==> src/rtl/pta_pkg.sv <==
package pta_pkg;

  localparam int unsigned SLOTS_DEF = 4;
  localparam int unsigned HEADER_BYTES_DEF = 128;

  typedef enum logic [1:0] {
    FUNC_PRIMARY  = 2'd0,
    FUNC_EXTENDED = 2'd1,
    FUNC_RESIZE   = 2'd2,
    FUNC_DELETE   = 2'd3
  } func_e;

  typedef enum logic [2:0] {
    ST_OK        = 3'd0,
    ST_TOO_SMALL = 3'd1,
    ST_NO_SPACE  = 3'd2,
    ST_NAME_EXISTS = 3'd3,
    ST_TABLE_FULL  = 3'd4,
    ST_EXT_EXISTS  = 3'd5,
    ST_NOT_FOUND   = 3'd6,
    ST_NO_ROOM     = 3'd7
  } status_e;

  typedef enum logic [1:0] {
    FIT_FIRST = 2'd0,
    FIT_BEST  = 2'd1,
    FIT_WORST = 2'd2
  } fit_e;

  localparam logic CFG_DISK_SIZE = 1'b0;
  localparam logic CFG_FIT_MODE  = 1'b1;

  typedef enum logic [2:0] {
    S_IDLE,
    S_SCAN,
    S_LAST,
    S_DECIDE,
    S_OUT
  } state_e;

  typedef struct packed {
    logic load;
    logic scan_init;
    logic scan_step;
    logic scan_last;
    logic decide;
  } cmd_t;

  typedef struct packed {
    logic scan_done;
  } stat_t;

endpackage

==> src/rtl/pta_ctrl.sv <==
module pta_ctrl
  import pta_pkg::*;
(
  input  logic  clk_i,
  input  logic  rst_ni,
  input  logic  in_valid_i,
  output logic  in_ready_o,
  output logic  out_valid_o,
  input  logic  out_ready_i,
  input  stat_t stat_i,
  output cmd_t  cmd_o
);

  state_e state_q, state_d;

  always_ff @(posedge clk_i or negedge rst_ni) begin
    if (!rst_ni) begin
      state_q <= S_IDLE;
    end else begin
      state_q <= state_d;
    end
  end

  always_comb begin
    state_d = state_q;
    cmd_o = '0;
    in_ready_o = 1'b0;
    out_valid_o = 1'b0;
    case (state_q)
      S_IDLE: begin
        in_ready_o = 1'b1;
        if (in_valid_i) begin
          cmd_o.load = 1'b1;
          cmd_o.scan_init = 1'b1;
          state_d = S_SCAN;
        end
      end
      S_SCAN: begin
        if (stat_i.scan_done) begin
          state_d = S_LAST;
        end else begin
          cmd_o.scan_step = 1'b1;
        end
      end
      S_LAST: begin
        cmd_o.scan_last = 1'b1;
        state_d = S_DECIDE;
      end
      S_DECIDE: begin
        cmd_o.decide = 1'b1;
        state_d = S_OUT;
      end
      S_OUT: begin
        out_valid_o = 1'b1;
        if (out_ready_i) begin
          state_d = S_IDLE;
        end
      end
      default: state_d = S_IDLE;
    endcase
  end

endmodule

==> src/rtl/pta_datapath.sv <==
module pta_datapath
  import pta_pkg::*;
#(
  parameter int unsigned SLOTS = SLOTS_DEF,
  parameter int unsigned HEADER_BYTES = HEADER_BYTES_DEF
) (
  input  logic        clk_i,
  input  logic        rst_ni,
  input  cmd_t        cmd_i,
  output stat_t       stat_o,
  input  logic        cfg_we_i,
  input  logic        cfg_idx_i,
  input  logic [31:0] cfg_data_i,
  input  logic [1:0]  func_i,
  input  logic [31:0] size_amount_i,
  input  logic [1:0]  size_unit_i,
  input  logic [63:0] name_low_i,
  input  logic [63:0] name_high_i,
  output logic [2:0]  status_o,
  output logic [31:0] start_address_o,
  output logic [1:0]  slot_o
);

  localparam int unsigned SW = (SLOTS > 1) ? $clog2(SLOTS) : 1;
  localparam int unsigned CW = $clog2(SLOTS + 1);

  logic [31:0] disk_size_q;
  logic [1:0]  fit_q;

  logic [SLOTS-1:0] act_q, ext_q;
  logic [31:0] st_q [SLOTS];
  logic [31:0] sz_q [SLOTS];
  logic [63:0] nl_q [SLOTS];
  logic [63:0] nh_q [SLOTS];

  logic [1:0]  func_q;
  logic signed [53:0] bytes_q;
  logic [63:0] lo_q, hi_q;

  logic [SLOTS-1:0] seen_q;
  logic [CW-1:0]    cnt_q;
  logic [32:0]      cur_q;
  logic             gf_q;
  logic [32:0]      gs_q, gl_q;

  logic [2:0]  status_q;
  logic [31:0] start_q;
  logic [1:0]  slot_q;

  logic [32:0] dend;
  assign dend = ({1'b0, disk_size_q} + 33'(HEADER_BYTES) > 33'h0FFFFFFFF) ?
                33'h0FFFFFFFF : ({1'b0, disk_size_q} + 33'(HEADER_BYTES));

  logic signed [53:0] bytes_c;
  always_comb begin
    case (size_unit_i)
      2'd1:    bytes_c = 54'(signed'(size_amount_i)) <<< 10;
      2'd2:    bytes_c = 54'(signed'(size_amount_i)) <<< 20;
      default: bytes_c = 54'(signed'(size_amount_i));
    endcase
  end

  // Smallest unseen active start.
  logic          pick_ok;
  logic [SW-1:0] pick;
  always_comb begin
    pick_ok = 1'b0;
    pick = '0;
    for (int i = 0; i < SLOTS; i++) begin
      if (act_q[i] && !seen_q[i] && (!pick_ok || st_q[i] < st_q[pick])) begin
        pick_ok = 1'b1;
        pick = SW'(i);
      end
    end
  end
  assign stat_o.scan_done = !pick_ok || (cnt_q == CW'(SLOTS));

  logic [32:0] ge;
  assign ge = cmd_i.scan_last ? dend : {1'b0, st_q[pick]};

  logic [32:0] len;
  logic        take;
  always_comb begin
    len = ge - cur_q;
    take = 1'b0;
    if (ge > cur_q && $signed({21'd0, len}) >= bytes_q) begin
      if (!gf_q) take = 1'b1;
      else if (fit_q == FIT_BEST && len < gl_q) take = 1'b1;
      else if (fit_q == FIT_WORST && len > gl_q) take = 1'b1;
    end
  end

  logic [32:0] pend;
  assign pend = {1'b0, st_q[pick]} + {1'b0, sz_q[pick]};

  logic          fnd;
  logic [SW-1:0] fidx;
  logic          free_ok, ext_any;
  logic [SW-1:0] free_idx;
  always_comb begin
    fnd = 1'b0; fidx = '0; free_ok = 1'b0; free_idx = '0; ext_any = 1'b0;
    for (int i = SLOTS - 1; i >= 0; i--) begin
      if (act_q[i] && nl_q[i] == lo_q && nh_q[i] == hi_q) begin
        fnd = 1'b1; fidx = SW'(i);
      end
      if (!act_q[i]) begin
        free_ok = 1'b1; free_idx = SW'(i);
      end
      if (act_q[i] && ext_q[i]) ext_any = 1'b1;
    end
  end

  logic [32:0] limit;
  always_comb begin
    limit = dend;
    for (int i = 0; i < SLOTS; i++) begin
      if (SW'(i) != fidx && act_q[i] && st_q[i] >= st_q[fidx] &&
          {1'b0, st_q[i]} < limit) begin
        limit = {1'b0, st_q[i]};
      end
    end
  end
  logic signed [54:0] nsize;
  assign nsize = 55'(signed'({1'b0, sz_q[fidx]})) + 55'(bytes_q);
  logic [55:0] rend;
  assign rend = 56'(st_q[fidx]) + 56'(nsize);

  always_ff @(posedge clk_i or negedge rst_ni) begin
    if (!rst_ni) begin
      disk_size_q <= '0;
      fit_q <= '0;
      act_q <= '0;
      ext_q <= '0;
      for (int i = 0; i < SLOTS; i++) begin
        st_q[i] <= '0; sz_q[i] <= '0; nl_q[i] <= '0; nh_q[i] <= '0;
      end
    end else begin
      if (cfg_we_i) begin
        if (cfg_idx_i == CFG_DISK_SIZE) disk_size_q <= cfg_data_i;
        else fit_q <= cfg_data_i[1:0];
      end
      if (cmd_i.decide) begin
        if (func_q == FUNC_PRIMARY || func_q == FUNC_EXTENDED) begin
          if (bytes_q > 0 && gf_q && !(func_q == FUNC_EXTENDED && ext_any) &&
              !fnd && free_ok) begin
            act_q[free_idx] <= 1'b1;
            ext_q[free_idx] <= (func_q == FUNC_EXTENDED);
            st_q[free_idx] <= gs_q[31:0];
            sz_q[free_idx] <= bytes_q[31:0];
            nl_q[free_idx] <= lo_q;
            nh_q[free_idx] <= hi_q;
          end
        end else if (func_q == FUNC_RESIZE) begin
          if (fnd && nsize > 0 && rend <= 56'(limit)) sz_q[fidx] <= nsize[31:0];
        end else if (fnd) begin
          act_q[fidx] <= 1'b0; ext_q[fidx] <= 1'b0;
          st_q[fidx] <= '0; sz_q[fidx] <= '0; nl_q[fidx] <= '0; nh_q[fidx] <= '0;
        end
      end
    end
  end

  always_ff @(posedge clk_i or negedge rst_ni) begin
    if (!rst_ni) begin
      seen_q <= '0; cnt_q <= '0; cur_q <= '0; gf_q <= 1'b0; gs_q <= '0; gl_q <= '0;
    end else begin
      if (cmd_i.scan_init) begin
        seen_q <= '0; cnt_q <= '0; cur_q <= 33'(HEADER_BYTES);
        gf_q <= 1'b0; gs_q <= '0; gl_q <= '0;
      end else if (cmd_i.scan_step || cmd_i.scan_last) begin
        if (take) begin
          gf_q <= 1'b1; gs_q <= cur_q; gl_q <= len;
        end
        if (cmd_i.scan_step) begin
          seen_q[pick] <= 1'b1;
          cnt_q <= cnt_q + 1'b1;
          if (pend > cur_q) cur_q <= pend;
        end
      end
    end
  end

  always_ff @(posedge clk_i) begin
    if (cmd_i.load) begin
      func_q <= func_i; bytes_q <= bytes_c; lo_q <= name_low_i; hi_q <= name_high_i;
    end
    if (cmd_i.decide) begin
      status_q <= ST_OK; start_q <= '0; slot_q <= '0;
      if (func_q == FUNC_PRIMARY || func_q == FUNC_EXTENDED) begin
        if (bytes_q <= 0) status_q <= ST_TOO_SMALL;
        else if (!gf_q) status_q <= ST_NO_SPACE;
        else if (func_q == FUNC_EXTENDED && ext_any) status_q <= ST_EXT_EXISTS;
        else if (fnd) status_q <= ST_NAME_EXISTS;
        else if (!free_ok) status_q <= ST_TABLE_FULL;
        else begin
          start_q <= gs_q[31:0]; slot_q <= 2'(free_idx);
        end
      end else if (!fnd) begin
        status_q <= ST_NOT_FOUND;
      end else if (func_q == FUNC_RESIZE) begin
        slot_q <= 2'(fidx);
        if (nsize <= 0) status_q <= ST_TOO_SMALL;
        else if (rend > 56'(limit)) status_q <= ST_NO_ROOM;
        else start_q <= st_q[fidx];
      end else begin
        slot_q <= 2'(fidx); start_q <= st_q[fidx];
      end
    end
  end

  assign status_o = status_q;
  assign start_address_o = start_q;
  assign slot_o = slot_q;

endmodule

==> src/rtl/partition_table_allocator.sv <==
// Partition table allocator with a small table of partition entries.
// Commands arrive as beats on the s_axis channel: tuser carries the
// function code, tdata the size, unit and 16-byte name. Each command
// yields one result beat on m_axis with status, start address and slot.
// The user writes configuration (disk size, fit mode) over the cfg
// channel only while no command is in flight; the block does not check.
// After acceptance, the gap scan walks the active entries (at most
// SLOTS) in address order, one entry per cycle, through a shared
// compare unit, then checks the last gap up to the disk end.
// One command is processed at a time; the next is accepted the cycle
// after the result beat is taken.
// Reset clears the table, config and scan state at once; no sweep is needed.
// When the receiver stalls, the result is held on m_axis and no new
// command is accepted until it is taken.
module partition_table_allocator
  import pta_pkg::*;
#(
  parameter int unsigned SLOTS = SLOTS_DEF,
  parameter int unsigned HEADER_BYTES = HEADER_BYTES_DEF
) (
  input  logic         clk_i,
  input  logic         rst_ni,
  input  logic         s_axis_tvalid,
  output logic         s_axis_tready,
  // size_amount[31:0], size_unit[33:32], name_low[97:34], name_high[161:98]
  input  logic [167:0] s_axis_tdata,
  // func[1:0]
  input  logic [1:0]   s_axis_tuser,
  output logic         m_axis_tvalid,
  input  logic         m_axis_tready,
  // status[2:0], start_address[34:3], slot[36:35]
  output logic [39:0]  m_axis_tdata,
  input  logic         cfg_valid_i,
  output logic         cfg_ready_o,
  input  logic         cfg_index_i,
  input  logic [31:0]  cfg_data_i
);

  cmd_t  cmd;
  stat_t stat;
  logic [2:0]  status;
  logic [31:0] start_address;
  logic [1:0]  slot;

  assign cfg_ready_o = 1'b1;

  pta_ctrl u_ctrl (
    .clk_i       (clk_i),
    .rst_ni      (rst_ni),
    .in_valid_i  (s_axis_tvalid),
    .in_ready_o  (s_axis_tready),
    .out_valid_o (m_axis_tvalid),
    .out_ready_i (m_axis_tready),
    .stat_i      (stat),
    .cmd_o       (cmd)
  );

  pta_datapath #(
    .SLOTS        (SLOTS),
    .HEADER_BYTES (HEADER_BYTES)
  ) u_dp (
    .clk_i           (clk_i),
    .rst_ni          (rst_ni),
    .cmd_i           (cmd),
    .stat_o          (stat),
    .cfg_we_i        (cfg_valid_i),
    .cfg_idx_i       (cfg_index_i),
    .cfg_data_i      (cfg_data_i),
    .func_i          (s_axis_tuser),
    .size_amount_i   (s_axis_tdata[31:0]),
    .size_unit_i     (s_axis_tdata[33:32]),
    .name_low_i      (s_axis_tdata[97:34]),
    .name_high_i     (s_axis_tdata[161:98]),
    .status_o        (status),
    .start_address_o (start_address),
    .slot_o          (slot)
  );

  assign m_axis_tdata = {3'b000, slot, start_address, status};

endmodule
==> config.mk <==
export PLATFORM = sky130hd
export DESIGN_NAME = partition_table_allocator
export DESIGN_NICKNAME = d
export VERILOG_FILES = /design/src/rtl/pta_pkg.sv /design/src/rtl/pta_ctrl.sv /design/src/rtl/pta_datapath.sv /design/src/rtl/partition_table_allocator.sv
export SDC_FILE = /design/constraint.sdc
export NUM_CORES = 2
export LEC_CHECK = 0
export ABC_AREA = 1
export BUFFER_PORTS_ARGS = -buffer_cell sky130_fd_sc_hd__buf_2
export CAP_MARGIN = 20
export CORE_MARGIN = 1
export CORE_UTILIZATION = 40
export CTS_CLUSTER_DIAMETER = 200
export DETAILED_ROUTE_END_ITERATION = 6
export SYNTH_ARGS = -nofsm -noshare
export SYNTH_HDL_FRONTEND = slang
export SYNTH_SLANG_ARGS = --single-unit
==> constraint.sdc <==
create_clock -name clk_i -period 25.2 [get_ports clk_i]
set_clock_uncertainty 0.15 [all_clocks]
set_input_delay 2.52 -clock clk_i [delete_from_list [all_inputs] [get_ports clk_i]]
set_output_delay 2.52 -clock clk_i [all_outputs]
set_load 0.05 [all_outputs]
==> key figures <==
Global routing
  • Pin count of the biggest net entering global routing: 158
  • First-pass GRT wire length: 628 mm
  • Grt ovf: 0
  • GR Util met3: between 10% and 20%
  • Initial antenna violation count: 63
  • Met1 Usage GRT: 49.7%
  • Met2 GRT Util: 65.9%
  • Gr usage total: a little over two fifths
  • Vias in the first global route: just over 80000
  • GRT busiest layer: met2

STA
  • Worst Tran Pin Value: 1330 ps
  • Endpoints failing setup: 0
  • Hold slack: 310 ps
  • F_max: about 45 MHz
  • Final period util: roughly 87%
  • Fin crit period: 22020 ps
  • PnR worst setup slack: around 3200 ps
  • Slew HR: 11.3%
  • Final hold viol count: 0
  • RSZ-0062 raised after global routing: no
  • Setup_tns: 0 ps
  • Max Transition Viols Final: 0

Power and ir drop
  • Tot Pwr: 11900 µW
  • Peak supply drop: 0.125 mV
  • Leak Pwr: 0.0430 µW
  • P per Cell Area: between 100 and 150 nW/µm²

Yosys
  • Seq/Total Area, Yosys: between 30% and 40%
  • Most common cell in the netlist: nand2_1
  • Synth async-reset ratio: between 80% and 90%
  • Cell variety after synth: 71
  • Yosys top cell by area: dfrtp_1
  • Post-Syn Instances: 10844
  • Synthesized area per cell: 7.49 µm²
  • Synth Flop Type: dfrtp_1
  • Main area contributors after synthesis: dfrtp_1 28%, nand2_1 10%, ha_1 9.4%
  • Synth cell count leaders: 2259 x nand2_1, 1577 x inv_1, 919 x dfrtp_1
  • Post-synth EDFFs: 219
  • Synth top area share: 28.3%
  • Synth warn: 0
  • Synthesized cell area: 81200 µm²
  • Flops & latches, synth: between 1000 and 1500

Place
  • IO buf count: 240
  • Post-placement setup slack: 3940 ps
  • GPL Wtd Cong: 1.15
  • DP Wirelength: 350 mm
  • Placed insts: 13454

Job
  • Max Cap Violations: 0

Clock network
  • Num CTS Buffers: roughly 140
  • CTS-repair resized insts: 0
  • Clock slew at reported path FFs: approximately 60 ps
  • Post-CTS setup buffers: 0
  • Clk buf depth: 3
  • CTS tree: done
  • Root Buffer: clkbuf_16
  • # clock sinks: 1138
  • Hold_buf cts: 0
  • Clock insertion delay at the later pin of the skew report: around 870 ps
  • H-tree levels: 4

Setup path
  • Worst setup SP type: flip-flop
  • WP buf/inv: 9
  • RR Startpoint: u_dp.hi_q[23]$_DFFE_PP_
  • Slowest cell on the critical path: nor4_1
  • Reg2reg path depth: 77
  • Worst EP required: between 20000 and 30000 ps
  • Worst R2R Setup Slack: 3180 ps
  • Critical path data arrival time: 22550 ps
  • R2r endpoint: u_dp.start_address_o[21]$_DFFE_PN_
  • Crit-path max FO: 40
  • CP Capture Type: flip-flop
  • Worst path top cell family by delay: compound AO/OA/AOI/OAI gates
  • Setup Crit Path Kind: reg2reg
  • CP peak stage delay: 910 ps

Detailed routing
  • Vias: between 80000 and 90000
  • WL per Instance: 33.1 µm
  • Routed Antenna Nets: 0
  • DRC violations left: 10
  • Vias per cell: 6.25
  • Iteration count of the initial detailed-routing pass: 7
  • Total wire length: ~460 mm
  • DR iter-0 viols: 11485

Final layout
  • Final nets: 11766
  • Area grow syn2layout: 11.7%
  • Share of cells above drive strength 1: 7.23%
  • Final Non-Filler Cells: 13783

Hold path
  • Tightest Hold Check Type: reg2reg
  • Hold EP: u_dp.cnt_q[2]$_DFFE_PN0P_
  • Hold Crit Start: u_dp.cnt_q[2]$_DFFE_PN0P_
  • Worst hold path stage count: 1

Die
  • Boundary pin count: about 250
  • Core Box Area: between 200000 and 250000 µm²
  • Die W: 453 µm
  • DIE AREA: about 200000 µm²
  • Initial Util: around two fifths
  • Die Ht: 453 µm
  • FP Rows: 165

Run status
  • Failing checks: DRC
  • Status: complete, but fails checks
-- sequential cells by signal, summed over array words and instances, names as in the netlist, 4 cells and up --
signal and cells:
u_dp.act_q 4, u_dp.bytes_q 52, u_dp.cur_q 33, u_dp.disk_size_q 32
u_dp.ext_q 4, u_dp.gl_q 33, u_dp.gs_q 32, u_dp.hi_q 64
u_dp.lo_q 64, u_dp.nh_q 256, u_dp.nl_q 256, u_dp.seen_q 4
u_dp.st_q 128, u_dp.start_address_o 32, u_dp.sz_q 128
-- final cells by class --
cell class,count,area [µm²]
fill,20428,111000
inverter,1603,6030
sequential,1138,29600
multi-input combinational,7628,43800
antenna,46,115
tap,2672,3340
clock buffer,191,4000
clock inverter,77,1090
timing repair buffer,428,2760
-- cell families after synthesis --
logic type,synth area share (%)
AO/OA/AOI/OAI,16.0
XOR/XNOR,3.50
adder cells (fa/ha/maj),9.51
buffers and inverters,9.95
flip-flops,36.4
multiplexers,0.166
other,0.00925
AND/OR/NAND/NOR,24.5
-- report_power, final --
part           switching (µW)  internal (µW)  total (µW)  leakage, µW
logic                    5070           2000        7070       0.0259
clock network             944           1330        2270      0.00246
registers                 340           2240        2580       0.0146
-- worst max path at each step --
stage,from,end,slack (ps),depth (start not counted)
CTS,u_dp.lo_q[13]$_DFFE_PP_,u_dp.start_address_o[15]$_DFFE_PN_,3810,78
floorplan,u_dp.hi_q[34]$_DFFE_PP_,u_dp.status_o[0]$_DFFE_PN_,12530,79
global placement,u_dp.lo_q[13]$_DFFE_PP_,u_dp.start_address_o[18]$_DFFE_PN_,4120,78
detailed placement,u_dp.lo_q[13]$_DFFE_PP_,u_dp.start_address_o[15]$_DFFE_PN_,3940,79
global route,u_dp.lo_q[13]$_DFFE_PP_,u_dp.start_address_o[21]$_DFFE_PN_,2550,78
finish,u_dp.hi_q[23]$_DFFE_PP_,u_dp.start_address_o[21]$_DFFE_PN_,3180,77
-- metrics by stage --
step                cell area (µm²)  util [%]
finish                        90700      44.9
global route                  90600      44.9
CTS                           90500      44.8
detailed placement            85400      42.3
global placement              85400      42.3
floorplan                     81200         -
-- layer usage --
layer | vias to the layer above | wire [µm]
li1 | 37570 | -
met2 | 5642 | 197000
met4 | 20 | 55900
met1 | 41131 | 163000
met3 | 1733 | 40300
met5 | - | 116
-- cell usage in the layout (no fill, tap or decap), drive strengths merged, types with 196 or more instances in the layout --
| master | n |
|---|---|
| nand4 | 504 |
| nand3 | 530 |
| xor2 | 206 |
| o22ai | 801 |
| ha | 611 |
| inv | 1601 |
| nor2 | 729 |
| o21ai | 658 |
| edfxtp | 219 |
| buf | 423 |
| clkbuf | 196 |
| dfrtp | 919 |
| nand2 | 2267 |
| a21oi | 418 |
| nor3 | 213 |
-- worst reg2reg max path: cells and delay by family, from the launching register on --
family / cells / cell delay, ps
buf+inv: 9 / 2910
fa+ha+maj: 5 / 1620
flops: 1 / 570
compound gates: 30 / 8380
simple gates: 33 / 8220
Power figures use the tool's default switching activity.
